==> src/design/bprs_pkg.sv <==
// Package for the priority bitmap ready-queue scheduler.
// Holds field widths, operation and status codes, request and result types,
// and the command and read-data structs shared by the two stores.
package bprs_pkg;

  localparam int TID_W  = 5;
  localparam int PRIO_W = 5;
  localparam int OP_W   = 2;
  localparam int ST_W   = 2;
  localparam int MASK_W = 32;

  localparam int DEF_PRIORITY_LEVELS = 32;
  localparam int DEF_THREAD_SLOTS    = 32;

  localparam logic [OP_W-1:0] OP_INSERT   = 2'd0;
  localparam logic [OP_W-1:0] OP_REMOVE   = 2'd1;
  localparam logic [OP_W-1:0] OP_SCHEDULE = 2'd2;

  localparam logic [ST_W-1:0] ST_OK       = 2'd0;
  localparam logic [ST_W-1:0] ST_INS_DUP  = 2'd1;
  localparam logic [ST_W-1:0] ST_REM_MISS = 2'd2;
  localparam logic [ST_W-1:0] ST_EMPTY    = 2'd3;

  typedef struct packed {
    logic [OP_W-1:0]   op;
    logic [TID_W-1:0]  thread_id;
    logic [PRIO_W-1:0] priority_req;
  } bprs_req_t;

  typedef struct packed {
    logic              switched;
    logic [TID_W-1:0]  chosen_thread;
    logic [PRIO_W-1:0] chosen_priority;
    logic [ST_W-1:0]   status;
    logic [MASK_W-1:0] ready_bits;
  } bprs_rsp_t;

  typedef enum logic [2:0] {
    S_IDLE,
    S_INS_LINK,
    S_INS_OWN,
    S_REM_THR,
    S_REM_LVL,
    S_REM_FIX,
    S_SCH,
    S_RESULT
  } bprs_state_e;

  typedef struct packed {
    logic [TID_W-1:0] head;
    logic [TID_W-1:0] tail;
  } lvl_ent_t;

  typedef struct packed {
    logic [TID_W-1:0]  next;
    logic [TID_W-1:0]  prev;
    logic [PRIO_W-1:0] prio;
  } thr_ent_t;

  typedef struct packed {
    logic              rd_en;
    logic [PRIO_W-1:0] rd_lvl;
    logic              wr_head;
    logic              wr_tail;
    logic [PRIO_W-1:0] wr_lvl;
    lvl_ent_t          ent;
    logic              set_bit;
    logic              clr_bit;
    logic [PRIO_W-1:0] bit_lvl;
  } lvl_cmd_t;

  typedef struct packed {
    logic             rd_en;
    logic [TID_W-1:0] rd_tid;
    logic             wr_next;
    logic             wr_prev;
    logic             wr_prio;
    logic [TID_W-1:0] wr_tid;
    thr_ent_t         ent;
    logic             set_rdy;
    logic             clr_rdy;
    logic [TID_W-1:0] rdy_tid;
    logic [TID_W-1:0] q_tid;
  } thr_cmd_t;

endpackage

==> src/design/bprs_lvl_store.sv <==
// Per-level store: head/tail memory, ready bitmap and lowest-set-bit finder.
// Depends on bprs_pkg.
module bprs_lvl_store #(
  parameter int PRIORITY_LEVELS = bprs_pkg::DEF_PRIORITY_LEVELS
) (
  input  logic                         clk_i,
  input  logic                         rst_ni,
  input  bprs_pkg::lvl_cmd_t           cmd_i,
  output bprs_pkg::lvl_ent_t           rd_o,
  output logic [PRIORITY_LEVELS-1:0]   mask_o,
  output logic [PRIORITY_LEVELS-1:0]   mask_nxt_o,
  output logic [bprs_pkg::PRIO_W-1:0]  low_o,
  output logic                         any_o
);

  localparam int LA = $clog2(PRIORITY_LEVELS);

  bprs_pkg::lvl_ent_t             mem [PRIORITY_LEVELS];
  bprs_pkg::lvl_ent_t             rd_q;
  logic [PRIORITY_LEVELS-1:0]     mask_q;
  logic [PRIORITY_LEVELS-1:0]     mask_d;
  logic [PRIORITY_LEVELS-1:0]     bit_sel;

  always_ff @(posedge clk_i) begin
    if (cmd_i.wr_head) begin
      mem[LA'(cmd_i.wr_lvl)].head <= cmd_i.ent.head;
    end
    if (cmd_i.wr_tail) begin
      mem[LA'(cmd_i.wr_lvl)].tail <= cmd_i.ent.tail;
    end
    if (cmd_i.rd_en) begin
      rd_q <= mem[LA'(cmd_i.rd_lvl)];
    end
  end

  assign bit_sel = PRIORITY_LEVELS'(1) << LA'(cmd_i.bit_lvl);

  always_comb begin
    mask_d = mask_q;
    if (cmd_i.set_bit) begin
      mask_d = mask_q | bit_sel;
    end else if (cmd_i.clr_bit) begin
      mask_d = mask_q & ~bit_sel;
    end
  end

  always_ff @(posedge clk_i or negedge rst_ni) begin
    if (!rst_ni) begin
      mask_q <= '0;
    end else begin
      mask_q <= mask_d;
    end
  end

  always_comb begin
    low_o = '0;
    for (int i = PRIORITY_LEVELS - 1; i >= 0; i--) begin
      if (mask_q[i]) begin
        low_o = bprs_pkg::PRIO_W'(i);
      end
    end
  end

  assign any_o      = |mask_q;
  assign mask_o     = mask_q;
  assign mask_nxt_o = mask_d;
  assign rd_o       = rd_q;

endmodule

==> src/design/bprs_thr_store.sv <==
// Per-thread store: next/prev/priority memory and thread ready flags.
// Depends on bprs_pkg.
module bprs_thr_store #(
  parameter int THREAD_SLOTS = bprs_pkg::DEF_THREAD_SLOTS
) (
  input  logic               clk_i,
  input  logic               rst_ni,
  input  bprs_pkg::thr_cmd_t cmd_i,
  output bprs_pkg::thr_ent_t rd_o,
  output logic               rdy_o
);

  localparam int TA = $clog2(THREAD_SLOTS);

  bprs_pkg::thr_ent_t mem [THREAD_SLOTS];
  bprs_pkg::thr_ent_t rd_q;
  logic               rdy_q [THREAD_SLOTS];

  always_ff @(posedge clk_i) begin
    if (cmd_i.wr_next) begin
      mem[TA'(cmd_i.wr_tid)].next <= cmd_i.ent.next;
    end
    if (cmd_i.wr_prev) begin
      mem[TA'(cmd_i.wr_tid)].prev <= cmd_i.ent.prev;
    end
    if (cmd_i.wr_prio) begin
      mem[TA'(cmd_i.wr_tid)].prio <= cmd_i.ent.prio;
    end
    if (cmd_i.rd_en) begin
      rd_q <= mem[TA'(cmd_i.rd_tid)];
    end
  end

  always_ff @(posedge clk_i or negedge rst_ni) begin
    if (!rst_ni) begin
      for (int i = 0; i < THREAD_SLOTS; i++) begin
        rdy_q[i] <= 1'b0;
      end
    end else if (cmd_i.set_rdy) begin
      rdy_q[TA'(cmd_i.rdy_tid)] <= 1'b1;
    end else if (cmd_i.clr_rdy) begin
      rdy_q[TA'(cmd_i.rdy_tid)] <= 1'b0;
    end
  end

  assign rdy_o = rdy_q[TA'(cmd_i.q_tid)];
  assign rd_o  = rd_q;

endmodule

==> src/design/bitmap_priority_ready_scheduler.sv <==
// Top level of the priority bitmap ready-queue scheduler: request sequencer,
// result register and the two stores. Depends on bprs_pkg, bprs_lvl_store,
// bprs_thr_store.
//
//   channel  | signals                          | payload
//   request  | in_valid_i / in_ready_o          | in_data_i  (bprs_req_t)
//   result   | out_valid_o / out_ready_i        | out_data_o (bprs_rsp_t)
//
// One request at a time; one result per request, held in a result register.
// Steps: schedule S_SCH; insert S_INS_OWN (empty level) or S_INS_LINK then
// S_INS_OWN; remove S_REM_THR, S_REM_LVL, and S_REM_FIX for a middle thread;
// refused, empty or undefined S_RESULT. Registered reads and a single write
// port per store set the steps; a full result register stalls the last one.
// Reset clears the bitmap, the thread ready flags and the current thread.
module bitmap_priority_ready_scheduler #(
  parameter int PRIORITY_LEVELS = bprs_pkg::DEF_PRIORITY_LEVELS,
  parameter int THREAD_SLOTS    = bprs_pkg::DEF_THREAD_SLOTS
) (
  input  logic                clk_i,
  input  logic                rst_ni,
  input  logic                in_valid_i,
  output logic                in_ready_o,
  input  bprs_pkg::bprs_req_t in_data_i,
  output logic                out_valid_o,
  input  logic                out_ready_i,
  output bprs_pkg::bprs_rsp_t out_data_o
);

  localparam int LA = $clog2(PRIORITY_LEVELS);

  bprs_pkg::bprs_state_e state_q, state_d;

  bprs_pkg::lvl_cmd_t lvl_cmd;
  bprs_pkg::lvl_ent_t lvl_rd;
  bprs_pkg::thr_cmd_t thr_cmd;
  bprs_pkg::thr_ent_t thr_rd;

  logic [PRIORITY_LEVELS-1:0]  mask_q;
  logic [PRIORITY_LEVELS-1:0]  mask_nxt;
  logic [bprs_pkg::PRIO_W-1:0] low;
  logic                        any;
  logic                        thr_rdy;

  logic [bprs_pkg::TID_W-1:0]  tid_q;
  logic [bprs_pkg::PRIO_W-1:0] prio_q;
  logic [bprs_pkg::TID_W-1:0]  link_q;
  logic [bprs_pkg::TID_W-1:0]  nx_q;
  logic [bprs_pkg::ST_W-1:0]   status_q;
  logic                        nonempty_q;

  logic                        cur_valid_q;
  logic [bprs_pkg::TID_W-1:0]  cur_thread_q;
  logic [bprs_pkg::PRIO_W-1:0] cur_prio_q;

  logic                        out_valid_q;
  bprs_pkg::bprs_rsp_t         out_q;

  logic                        in_acc;
  logic                        out_free;
  logic                        tid_ok;
  logic [bprs_pkg::PRIO_W-1:0] psat;
  logic                        lvl_bit;
  logic                        is_head;
  logic                        is_tail;
  logic                        need_fix;
  logic                        sch_sw;
  logic                        done;

  bprs_lvl_store #(
    .PRIORITY_LEVELS(PRIORITY_LEVELS)
  ) u_lvl (
    .clk_i      (clk_i),
    .rst_ni     (rst_ni),
    .cmd_i      (lvl_cmd),
    .rd_o       (lvl_rd),
    .mask_o     (mask_q),
    .mask_nxt_o (mask_nxt),
    .low_o      (low),
    .any_o      (any)
  );

  bprs_thr_store #(
    .THREAD_SLOTS(THREAD_SLOTS)
  ) u_thr (
    .clk_i  (clk_i),
    .rst_ni (rst_ni),
    .cmd_i  (thr_cmd),
    .rd_o   (thr_rd),
    .rdy_o  (thr_rdy)
  );

  assign in_ready_o = (state_q == bprs_pkg::S_IDLE);
  assign in_acc     = in_valid_i && in_ready_o;
  assign out_free   = !out_valid_q || out_ready_i;

  assign tid_ok  = {27'd0, in_data_i.thread_id} < 32'(THREAD_SLOTS);
  assign psat    = ({27'd0, in_data_i.priority_req} >= 32'(PRIORITY_LEVELS)) ?
                   bprs_pkg::PRIO_W'(PRIORITY_LEVELS - 1) : in_data_i.priority_req;
  assign lvl_bit = mask_q[LA'(psat)];

  assign is_head  = (lvl_rd.head == tid_q);
  assign is_tail  = (lvl_rd.tail == tid_q);
  assign need_fix = !is_head && !is_tail;
  assign sch_sw   = !cur_valid_q || (lvl_rd.head != cur_thread_q);

  always_comb begin
    state_d = state_q;
    case (state_q)
      bprs_pkg::S_IDLE: begin
        if (in_acc) begin
          case (in_data_i.op)
            bprs_pkg::OP_INSERT: begin
              if (!tid_ok || thr_rdy) begin
                state_d = bprs_pkg::S_RESULT;
              end else if (lvl_bit) begin
                state_d = bprs_pkg::S_INS_LINK;
              end else begin
                state_d = bprs_pkg::S_INS_OWN;
              end
            end
            bprs_pkg::OP_REMOVE: begin
              state_d = (!tid_ok || !thr_rdy) ? bprs_pkg::S_RESULT : bprs_pkg::S_REM_THR;
            end
            bprs_pkg::OP_SCHEDULE: begin
              state_d = any ? bprs_pkg::S_SCH : bprs_pkg::S_RESULT;
            end
            default: state_d = bprs_pkg::S_RESULT;
          endcase
        end
      end
      bprs_pkg::S_INS_LINK: state_d = bprs_pkg::S_INS_OWN;
      bprs_pkg::S_REM_THR:  state_d = bprs_pkg::S_REM_LVL;
      bprs_pkg::S_REM_LVL: begin
        if (need_fix) begin
          state_d = bprs_pkg::S_REM_FIX;
        end else if (out_free) begin
          state_d = bprs_pkg::S_IDLE;
        end
      end
      bprs_pkg::S_INS_OWN, bprs_pkg::S_REM_FIX, bprs_pkg::S_SCH, bprs_pkg::S_RESULT: begin
        if (out_free) begin
          state_d = bprs_pkg::S_IDLE;
        end
      end
      default: state_d = bprs_pkg::S_IDLE;
    endcase
  end

  always_comb begin
    lvl_cmd       = '0;
    thr_cmd       = '0;
    thr_cmd.q_tid = in_data_i.thread_id;
    done          = 1'b0;
    case (state_q)
      bprs_pkg::S_IDLE: begin
        if (in_acc) begin
          case (in_data_i.op)
            bprs_pkg::OP_INSERT: begin
              lvl_cmd.rd_en  = tid_ok && !thr_rdy && lvl_bit;
              lvl_cmd.rd_lvl = psat;
            end
            bprs_pkg::OP_REMOVE: begin
              thr_cmd.rd_en  = tid_ok && thr_rdy;
              thr_cmd.rd_tid = in_data_i.thread_id;
            end
            bprs_pkg::OP_SCHEDULE: begin
              lvl_cmd.rd_en  = any;
              lvl_cmd.rd_lvl = low;
            end
            default: ;
          endcase
        end
      end
      bprs_pkg::S_INS_LINK: begin
        thr_cmd.wr_next  = 1'b1;
        thr_cmd.wr_tid   = lvl_rd.tail;
        thr_cmd.ent.next = tid_q;
      end
      bprs_pkg::S_INS_OWN: begin
        done             = out_free;
        thr_cmd.wr_tid   = tid_q;
        thr_cmd.wr_prio  = out_free;
        thr_cmd.ent.prio = prio_q;
        thr_cmd.wr_prev  = out_free && nonempty_q;
        thr_cmd.ent.prev = link_q;
        thr_cmd.set_rdy  = out_free;
        thr_cmd.rdy_tid  = tid_q;
        lvl_cmd.wr_lvl   = prio_q;
        lvl_cmd.wr_tail  = out_free;
        lvl_cmd.wr_head  = out_free && !nonempty_q;
        lvl_cmd.ent.head = tid_q;
        lvl_cmd.ent.tail = tid_q;
        lvl_cmd.set_bit  = out_free;
        lvl_cmd.bit_lvl  = prio_q;
      end
      bprs_pkg::S_REM_THR: begin
        lvl_cmd.rd_en  = 1'b1;
        lvl_cmd.rd_lvl = thr_rd.prio;
      end
      bprs_pkg::S_REM_LVL: begin
        done             = !need_fix && out_free;
        lvl_cmd.wr_lvl   = prio_q;
        lvl_cmd.bit_lvl  = prio_q;
        lvl_cmd.ent.head = nx_q;
        lvl_cmd.ent.tail = link_q;
        lvl_cmd.clr_bit  = out_free && is_head && is_tail;
        lvl_cmd.wr_head  = out_free && is_head && !is_tail;
        lvl_cmd.wr_tail  = out_free && !is_head && is_tail;
        thr_cmd.wr_next  = need_fix || (out_free && !is_head);
        thr_cmd.wr_tid   = link_q;
        thr_cmd.ent.next = nx_q;
        thr_cmd.clr_rdy  = done;
        thr_cmd.rdy_tid  = tid_q;
      end
      bprs_pkg::S_REM_FIX: begin
        done             = out_free;
        thr_cmd.wr_prev  = out_free;
        thr_cmd.wr_tid   = nx_q;
        thr_cmd.ent.prev = link_q;
        thr_cmd.clr_rdy  = out_free;
        thr_cmd.rdy_tid  = tid_q;
      end
      bprs_pkg::S_SCH, bprs_pkg::S_RESULT: begin
        done = out_free;
      end
      default: ;
    endcase
  end

  always_ff @(posedge clk_i or negedge rst_ni) begin
    if (!rst_ni) begin
      state_q <= bprs_pkg::S_IDLE;
    end else begin
      state_q <= state_d;
    end
  end

  always_ff @(posedge clk_i) begin
    case (state_q)
      bprs_pkg::S_IDLE: begin
        if (in_acc) begin
          tid_q      <= in_data_i.thread_id;
          nonempty_q <= lvl_bit;
          status_q   <= bprs_pkg::ST_OK;
          prio_q     <= psat;
          case (in_data_i.op)
            bprs_pkg::OP_INSERT: begin
              if (!tid_ok || thr_rdy) begin
                status_q <= bprs_pkg::ST_INS_DUP;
              end
            end
            bprs_pkg::OP_REMOVE: begin
              if (!tid_ok || !thr_rdy) begin
                status_q <= bprs_pkg::ST_REM_MISS;
              end
            end
            bprs_pkg::OP_SCHEDULE: begin
              prio_q <= low;
              if (!any) begin
                status_q <= bprs_pkg::ST_EMPTY;
              end
            end
            default: ;
          endcase
        end
      end
      bprs_pkg::S_INS_LINK: begin
        link_q <= lvl_rd.tail;
      end
      bprs_pkg::S_REM_THR: begin
        prio_q <= thr_rd.prio;
        nx_q   <= thr_rd.next;
        link_q <= thr_rd.prev;
      end
      default: ;
    endcase
  end

  always_ff @(posedge clk_i or negedge rst_ni) begin
    if (!rst_ni) begin
      cur_valid_q  <= 1'b0;
      cur_thread_q <= '0;
      cur_prio_q   <= bprs_pkg::PRIO_W'(PRIORITY_LEVELS - 1);
    end else if ((state_q == bprs_pkg::S_SCH) && done && sch_sw) begin
      cur_valid_q  <= 1'b1;
      cur_thread_q <= lvl_rd.head;
      cur_prio_q   <= prio_q;
    end
  end

  always_ff @(posedge clk_i or negedge rst_ni) begin
    if (!rst_ni) begin
      out_valid_q <= 1'b0;
    end else if (done) begin
      out_valid_q <= 1'b1;
    end else if (out_ready_i) begin
      out_valid_q <= 1'b0;
    end
  end

  always_ff @(posedge clk_i) begin
    if (done) begin
      out_q.switched   <= (state_q == bprs_pkg::S_SCH) && sch_sw;
      out_q.status     <= status_q;
      out_q.ready_bits <= bprs_pkg::MASK_W'(mask_nxt);
      if ((state_q == bprs_pkg::S_SCH) && sch_sw) begin
        out_q.chosen_thread   <= lvl_rd.head;
        out_q.chosen_priority <= prio_q;
      end else begin
        out_q.chosen_thread   <= cur_thread_q;
        out_q.chosen_priority <= cur_prio_q;
      end
    end
  end

  assign out_valid_o = out_valid_q;
  assign out_data_o  = out_q;

  a_one_request: assert property (@(posedge clk_i) disable iff (!rst_ni)
    in_acc |=> !in_ready_o)
    else $error("request accepted while another is in flight");

  a_sched_nonempty: assert property (@(posedge clk_i) disable iff (!rst_ni)
    (state_q == bprs_pkg::S_SCH) |-> (mask_q != '0))
    else $error("schedule lookup with an empty bitmap");

  a_no_overwrite: assert property (@(posedge clk_i) disable iff (!rst_ni)
    (done && out_valid_q) |-> out_ready_i)
    else $error("result register overwritten before it was taken");

endmodule

==> config.mk <==
export PLATFORM = sky130hd
export DESIGN_NAME = bitmap_priority_ready_scheduler
export DESIGN_NICKNAME = d
export VERILOG_FILES = /design/src/design/bprs_pkg.sv /design/src/design/bprs_lvl_store.sv /design/src/design/bprs_thr_store.sv /design/src/design/bitmap_priority_ready_scheduler.sv
export SDC_FILE = /design/constraint.sdc
export NUM_CORES = 1
export LEC_CHECK = 0
export BUFFER_PORTS_ARGS = -buffer_cell sky130_fd_sc_hd__buf_2
export CAP_MARGIN = 20
export CORE_MARGIN = 2
export CORE_UTILIZATION = 45
export CTS_CLUSTER_DIAMETER = 200
export CTS_CLUSTER_SIZE = 20
export DETAILED_ROUTE_END_ITERATION = 16
export GPL_TIMING_DRIVEN = 0
export HOLD_SLACK_MARGIN = 0.08
export SLEW_MARGIN = 0
export SYNTH_ARGS = -nofsm -noshare
export SYNTH_HDL_FRONTEND = slang
export SYNTH_SLANG_ARGS = --single-unit
==> constraint.sdc <==
create_clock -name clk_i -period 5.65 [get_ports clk_i]
set_clock_uncertainty 0.15 [all_clocks]
set_input_delay 0.2825 -clock clk_i [delete_from_list [all_inputs] [get_ports clk_i]]
set_output_delay 0.2825 -clock clk_i [all_outputs]
set_load 0.005 [all_outputs]
==> results of run 1 <==
## critical path, cell delays in order (launching register included)
cell	delay [ns]
dfrtp_1	0.44
buf_2	0.21
nand2b_1	0.35
nor2_1	0.55
a22o_2	0.84
a21oi_1	0.28
nor3_1	0.61
nand2_1	0.38
nor2_1	0.57
## kinds of logic after synthesis
| logic type | after synthesis | synth area share [%] |
|---|---|---|
| AO/OA/AOI/OAI | 456 | 7.19 |
| XOR/XNOR | 16 | 0.347 |
| adder cells (fa/ha/maj) | 4 | 0.124 |
| buffers and inverters | 169 | 1.98 |
| flip-flops | 972 | 71.3 |
| multiplexers | 371 | 12.1 |
| AND/OR/NAND/NOR | 641 | 6.92 |
## Yosys cell counts (all sizes together), types with 4 or more instances
master	number
nor2	217
and2	14
o21ai	194
a22o	10
nor3b	13
o211a	10
o31ai	16
ha	4
inv	18
or3	4
dfstp	5
xnor2	6
a311o	10
mux2i	148
a21oi	22
edfxtp	893
o211ai	48
o22ai	81
clkbuf	98
xor2	10
a32oi	11
buf	53
nand3	32
nor3	18
nand2	294
nor2b	8
mux2	143
nand2b	7
a31oi	12
a2111oi	5
a22oi	5
mux4	80
a211oi	12
and3	4
nor4	18
dfrtp	74
or2	4
## state kept, by name, summed over array words and instances (netlist names), 10 cells and up, named ones only
register,count
out_data_o,45
u_lvl.mask_o,32
u_lvl.mem,320
u_lvl.rd_o,10
u_thr.mem,480
u_thr.rd_o,15
## metal layers
layer  part of all wire [%]  global-route usage [%]  vias up
met4                    2.5                    6.06        2
met3                    9.9                    5.32      174
li1                       -                       -    10400
met1                     42                    34.6    12400
met5                  0.012                       0        -
met2                     46                    36.9     1183
## cell type report
cell class	count	area, sq um	area share (%)
Sequential cell	972	28800	65.0
Multi-Input combinational cell	1488	10800	24.5
Clock buffer	100	1590	3.58
Tap cell	1165	1460	3.29
Timing Repair Buffer	95	827	1.87
Buffer	151	731	1.65
Inverter	18	67.6	0.152
Clock inverter	1	8.76	0.0198
## through the flow
step	power, mW	worst slack [ns]
6_report	18.0	0.886
5_1_grt	18.6	0.656
4_1_cts	18.0	1.01
3_5_place_dp	13.9	1.03
3_3_place_gp	13.7	-0.652
2_1_floorplan	11.8	0.914
## how the worst max path moves through the flow
| stage | start | endpoint | slack (ns) | cells past startpoint |
|---|---|---|---|---|
| after floorplan | tid_q[4] | cur_thread_q[0] | 0.91 | 10 |
| after global placement | tid_q[0] | cur_thread_q[0] | -0.65 | 10 |
| after detailed placement | state_q[0] | u_thr.mem[29][7] | 1.03 | 8 |
| after CTS | state_q[0] | u_thr.mem[29][9] | 1.01 | 8 |
| after global routing | state_q[0] | u_thr.mem[29][10] | 0.66 | 8 |
| final | state_q[0] | u_thr.mem[29][9] | 0.89 | 8 |
## power groups by stage
stage	Sequential [mW]	Combinational, mW	Clock [mW]
2_1_floorplan	9.43	2.41	0
3_5_place_dp	9.50	4.42	0
3_3_place_gp	9.53	4.12	0
4_1_cts	9.34	4.45	4.19
6_report	9.35	4.50	4.17
5_1_grt	9.39	4.77	4.45
==> flow_metrics.env, run 1 <==
export IMPL_hp_class="in -> reg"
export IMPL_synth_top_area_share_pct=66.4
export IMPL_die_area_sq_um=92100
export IMPL_whs_ns=0.160
export IMPL_p_int_mw=12.2
export IMPL_grt_pass1_wl_mm=159
export IMPL_relSlewSlack_pct=24.9
export IMPL_worstHoldStart="in_data_i[0]"
export IMPL_viasPerCell=6.06
export IMPL_nNetsFinal=2800
export IMPL_path_clk_slew_ns=0.09
export IMPL_port_buffers=60
export IMPL_async_flop_share_pct=8.13
export IMPL_post_route_util_pct=50.0
export IMPL_firstDrtPassIters=6
export IMPL_layout_commonest_cell="edfxtp_1"
export IMPL_core_area_sq_um=88600
export IMPL_antenna_left=0
export IMPL_clock_sinks=972
export IMPL_design_area_sq_um=44300
export IMPL_cts_tree="yes"
export IMPL_ir_drop_mv=0.225
export IMPL_clk_path_buf_depth=3
export IMPL_post_route_period_util_pct=84.3
export IMPL_fin_setup_tns_ns=0
export IMPL_pwr_share_seq_pct=51.9
export IMPL_whs_path_depth=3
export IMPL_initial_utilization_pct=45.6
export IMPL_remaining_drc_errors=0
export IMPL_dpl_cell_count=3872
export IMPL_dpl_cell_area_sq_um=42500
export IMPL_drt_initial_drc_count=3277
export IMPL_period_needed_ns=4.76
export IMPL_ys_flop_type="edfxtp_1"
export IMPL_ys_ff_latch=972
export IMPL_r2r_end="u_thr.mem[29][9]"
export IMPL_swShare_pct=32.1
export IMPL_critPathRequiredTime_ns=5.78
export IMPL_gp_congestion=1.03
export IMPL_h_tree_depth=2
export IMPL_vias=24200
export IMPL_clk_insertion_delay_late_ns=0.65
export IMPL_worst_slew_pin_slew_ns=1.13
export IMPL_maxCapViolations=0
export IMPL_drt_wl_total_mm=111
export IMPL_setup_viol=0
export IMPL_synth_area_sq_um=40400
export IMPL_rows=109
export IMPL_grt_ovfl_total=0
export IMPL_worstSetupPathType="reg -> reg"
export IMPL_rsz0062_at_grt="no"
export IMPL_die_w_microns=304
export IMPL_synth_cells=2629
export IMPL_ctsResizeCount=0
export IMPL_synthTopCellsByArea="edfxtp_1 66%, dfrtp_1 4.6%, mux4_2 4.5%"
export IMPL_post_cts_setup_buffer_count=0
export IMPL_die_y_microns=304
export IMPL_hold_path_end="prio_q[0]"
export IMPL_synth_cell_types=71
export IMPL_layout_common_cells="893 x edfxtp_1, 293 x nand2_1, 209 x nor2_1"
export IMPL_cts_root_buf="clkbuf_16"
export IMPL_yosysTopAreaCell="edfxtp_1"
export IMPL_ys_warn_count=0
export IMPL_cellPowerDensity_nw_per_um2=407
export IMPL_start_kind="flop"
export IMPL_gr_usage_all_layers_pct=23.9
export IMPL_postCtsHoldBufs=16
export IMPL_switching_power_mw=5.79
export IMPL_avgSynthCellArea_sq_um=15.4
export IMPL_wl_per_cell_microns=27.7
export IMPL_pwr_share_clk_pct=23.1
export IMPL_leakage_nw=14.6
export IMPL_cp_arrival_ns=4.89
export IMPL_num_fill_cells=7364
export IMPL_critPathMaxFanout=33
export IMPL_outcome="finished, final reports clean"
export IMPL_fmax_ghz=0.210
export IMPL_cts_made_buffers=54
export IMPL_dp_hpwl_mm=80.6
export IMPL_antenna_found_initial=2
export IMPL_slew_viol_final=0
export IMPL_boundaryPins=63
export IMPL_grt_pass1_vias=23700
export IMPL_report_final_hold_viol_count=0
export IMPL_instances_no_fill=3990
export IMPL_n_antenna_cell=0
export IMPL_syn_nets=2649
export IMPL_r2r_slack_ns=0.89
export IMPL_ys_seq_area_share_pct=71.3
export IMPL_grt_max_degree=57
export IMPL_cp_end_kind="flop"
export IMPL_r2r_start="state_q[0]"
export IMPL_drive_gt1_share_pct=16.4
export IMPL_syn_to_final_growth_pct=9.74
export IMPL_reg2reg_depth=8
export IMPL_synth_edf_count=893
export IMPL_pwr_share_comb_pct=25.0
No activity file was read; power rests on OpenSTA's default activity.
==> run 2: changes to the inputs <==
--- a/config.mk
+++ b/config.mk
@@ -5,6 +5,7 @@
 export SDC_FILE = /design/constraint.sdc
 export NUM_CORES = 1
 export LEC_CHECK = 0
+export ABC_AREA = 1
 export BUFFER_PORTS_ARGS = -buffer_cell sky130_fd_sc_hd__buf_2
 export CAP_MARGIN = 20
 export CORE_MARGIN = 2
==> constraint.sdc (replaced) <==
create_clock -name clk_i -period 4.6 [get_ports clk_i]
set_clock_uncertainty 0.15 [all_clocks]
set_input_delay 0.23 -clock clk_i [delete_from_list [all_inputs] [get_ports clk_i]]
set_output_delay 0.23 -clock clk_i [all_outputs]
set_load 0.005 [all_outputs]
==> run 2 against run 1 <==
Non-clock buffer count up 89. Die area is 4.4% higher. Routed wire length up 19%. Utilization increased by 0.12 points. Count of clock-buffer cells in the layout fell by 22. Design area rose by 5.2%. Via count rose by 24%. Largest power group unchanged.
==> flow_metrics.env, run 2 <==
export IMPL_cts_made_buffers=54
export IMPL_drt_initial_drc_count=3582
export IMPL_report_final_hold_viol_count=0
export IMPL_worst_slew_pin_slew_ns=1.12
export IMPL_start_kind="flop"
export IMPL_setup_viol=0
export IMPL_cp_num_cells=19
export IMPL_drt_wl_total_mm=131
export IMPL_max_flop_register="u_thr.mem"
export IMPL_slew_viol_final=0
export IMPL_grt_max_degree=38
export IMPL_ir_drop_mv=0.329
export IMPL_grt_pass1_vias=28300
export IMPL_critPathRequiredTime_ns=4.81
export IMPL_yosysTopAreaCell="edfxtp_1"
export IMPL_synth_top_area_share_pct=63.6
export IMPL_clk_insertion_delay_late_ns=0.70
export IMPL_drive_gt1_share_pct=6.35
export IMPL_r2r_slack_ns=0.16
export IMPL_path_cells="nor2_1, inv_2, nor2_2, inv_2, nor2_4, inv_2, nor2_1, inv_2, nor2_4, inv_1, clkbuf_1, buf_2, clkbuf_2, nand2_1, a21oi_1, o21ai_0, o21ai_0, nor2_1, a31oi_1"
export IMPL_crit_family="buffers and inverters"
export IMPL_remaining_drc_errors=0
export IMPL_layout_commonest_cell="edfxtp_1"
export IMPL_cp_end_kind="flop"
export IMPL_die_y_microns=310
export IMPL_leakage_nw=17.1
export IMPL_grt_ovfl_total=0
export IMPL_boundaryPins=63
export IMPL_vias=30000
export IMPL_async_flop_share_pct=8.13
export IMPL_ys_warn_count=0
export IMPL_pwr_share_clk_pct=22.4
export IMPL_swShare_pct=34.3
export IMPL_pwr_share_comb_pct=27.0
export IMPL_die_w_microns=310
export IMPL_relSlewSlack_pct=25.2
export IMPL_initial_utilization_pct=45.3
export IMPL_grt_pass1_wl_mm=188
export IMPL_rows=112
export IMPL_dpl_cell_area_sq_um=44800
export IMPL_cts_root_buf="clkbuf_16"
export IMPL_pwr_share_seq_pct=50.6
export IMPL_reg2reg_depth=19
export IMPL_dp_hpwl_mm=95.7
export IMPL_firstDrtPassIters=6
export IMPL_gr_usage_all_layers_pct=27.1
export IMPL_wl_per_cell_microns=24.9
export IMPL_hp_class="in -> reg"
export IMPL_fin_setup_tns_ns=0
export IMPL_cellPowerDensity_nw_per_um2=484
export IMPL_port_buffers=62
export IMPL_viasPerCell=5.68
export IMPL_worstSetupStartpoint="state_q[0]"
export IMPL_clock_sinks=972
export IMPL_worstSetupPathType="reg -> reg"
export IMPL_synth_cell_types=50
export IMPL_total_power_mw=22.6
export IMPL_h_tree_depth=2
export IMPL_post_route_period_util_pct=96.5
export IMPL_yosysMostFrequentCell="edfxtp_1"
export IMPL_synthTopCellsByArea="edfxtp_1 64%, nand2_1 5.1%, nand3_1 4.5%"
export IMPL_cp_slowest_cell="dfrtp_1"
export IMPL_avgSynthCellArea_sq_um=11.0
export IMPL_ys_flop_type="edfxtp_1"
export IMPL_antenna_found_initial=1
export IMPL_switching_power_mw=7.75
export IMPL_critPathMaxFanout=11
export IMPL_dp_slack_ns=-0.904
export IMPL_cts_tree="yes"
export IMPL_crit_top_cell="inv_2"
export IMPL_instances_no_fill=5286
export IMPL_fmax_ghz=0.225
export IMPL_antenna_left=0
export IMPL_synth_edf_count=893
export IMPL_post_route_util_pct=50.1
export IMPL_synth_area_sq_um=42200
export IMPL_syn_to_final_growth_pct=10.6
export IMPL_worst_slack_ns=0.159
export IMPL_largest_register_ffs=480
export IMPL_outcome="finished, final reports clean"
export IMPL_p_int_mw=14.8
export IMPL_design_area_sq_um=46600
export IMPL_ys_seq_area_share_pct=68.3
export IMPL_r2r_start="state_q[0]"
export IMPL_whs_ns=0.184
export IMPL_synthTopCellsByCount="893 x edfxtp_1, 568 x nand2_1, 431 x inv_1"
export IMPL_die_area_sq_um=96200
export IMPL_nNetsFinal=4026
export IMPL_rsz0062_at_grt="no"
export IMPL_period_needed_ns=4.44
export IMPL_core_area_sq_um=93000
export IMPL_cpPeakStageDelay_ns=0.43
export IMPL_dpl_cell_count=5181
export IMPL_syn_nets=3859
export IMPL_cp_arrival_ns=4.65
export IMPL_r2r_end="u_thr.rd_o[9]"
export IMPL_path_clk_slew_ns=0.09
export IMPL_layout_common_cells="893 x edfxtp_1, 568 x nand2_1, 430 x inv_1"
export IMPL_crit_buf_inv=8
export IMPL_synth_cells=3839
export IMPL_maxCapViolations=0
export IMPL_clk_path_buf_depth=3
export IMPL_gp_congestion=0.985
export IMPL_ys_ff_latch=972
export IMPL_crit_path_end="u_thr.rd_o[9]"
==> run 2: cell count changes in the layout (fill, tap and decap cells not counted), moves of 53 or more <==
| cell | change |
|---|---|
| mux2_2 | -139 |
| mux2i_1 | -148 |
| mux4_2 | -80 |
| o21ai_0 | +119 |
| nor2_1 | +171 |
| inv_1 | +417 |
| nand3b_1 | +100 |
| a21oi_1 | +129 |
| nand3_1 | +347 |
| nand2_1 | +275 |
| clkbuf_1 | +53 |
==> run 2: cell families after synthesis <==
family	after synthesis	share of synthesized area (%)
buffers and inverters	669	6.24
adder cells (fa/ha/maj)	4	0.119
flip-flops	972	68.3
AO/OA/AOI/OAI	693	9.56
AND/OR/NAND/NOR	1492	15.6
XOR/XNOR	5	0.104
multiplexers	4	0.107
==> run 2: layer usage <==
layer	vias up	track usage (%)	share of wire, %
li1	13700	-	-
met1	14700	36.1	40
met2	1346	43.8	46
met3	298	3.56	7.2
met4	2	14.0	5.9
met5	-	0	0.0099
==> run 2: how the worst min path moves through the flow <==
| stage | start | end | slack (ns) | cells after the start |
|---|---|---|---|---|
| 3_5_place_dp | rst_ni | asynchronous set/reset pin | 0.15 | 1 |
| 5_1_grt | in_data_i[8] | tid_q[3] | 0.18 | 2 |
| 6_report | in_data_i[5] | tid_q[0] | 0.18 | 2 |
| 4_1_cts | in_data_i[5] | tid_q[0] | 0.15 | 2 |
| 3_3_place_gp | u_thr.rd_o[11] | nx_q[1] | 0.25 | 0 |
| 2_1_floorplan | rst_ni | asynchronous set/reset pin | -0.22 | 0 |
==> run 2: what timing repair did <==
action	4_1_cts	5_1_grt
buffers inserted	3	3
gates cloned	0	0
resized for setup	6	15
hold endpoints to repair	107	0
hold buffers	17	0
endpoints found under the setup margin	31	206
pin swaps	3	0
==> run 2: power by group through the flow <==
stage / registers (mW) / logic [mW] / clock network [mW]
floorplan: 11.6 / 2.76 / 0
global placement: 11.8 / 5.27 / 0
detailed placement: 11.6 / 5.91 / 0
CTS: 11.4 / 5.97 / 5.10
global route: 11.5 / 6.47 / 5.41
finish: 11.4 / 6.11 / 5.06
==> run 2: cell type report <==
| class | instances | area, sq um |
|---|---|---|
| diodes | 1 | 2.50 |
| well taps | 1254 | 1570 |
| clock buffers | 78 | 1460 |
| flip-flops and latches | 972 | 28800 |
| inverters | 445 | 1670 |
| fillers | 8492 | 46400 |
| repair buffers | 112 | 1090 |
| multi-input cells | 2198 | 11000 |
| plain buffers | 223 | 961 |
| clock inverters | 3 | 37.5 |
==> run 2: worst register-to-register path, stage by stage (launching register included) <==
cell      delay, ns
dfrtp_1        0.43
nor2_1         0.17
inv_2          0.06
nor2_2         0.21
inv_2          0.10
nor2_4         0.12
inv_2          0.05
nor2_1         0.17
inv_2          0.13
nor2_4         0.14
inv_1          0.07
clkbuf_1       0.28
buf_2          0.36
clkbuf_2       0.33
nand2_1        0.14
a21oi_1        0.06
o21ai_0        0.36
o21ai_0        0.30
nor2_1         0.34
a31oi_1        0.14
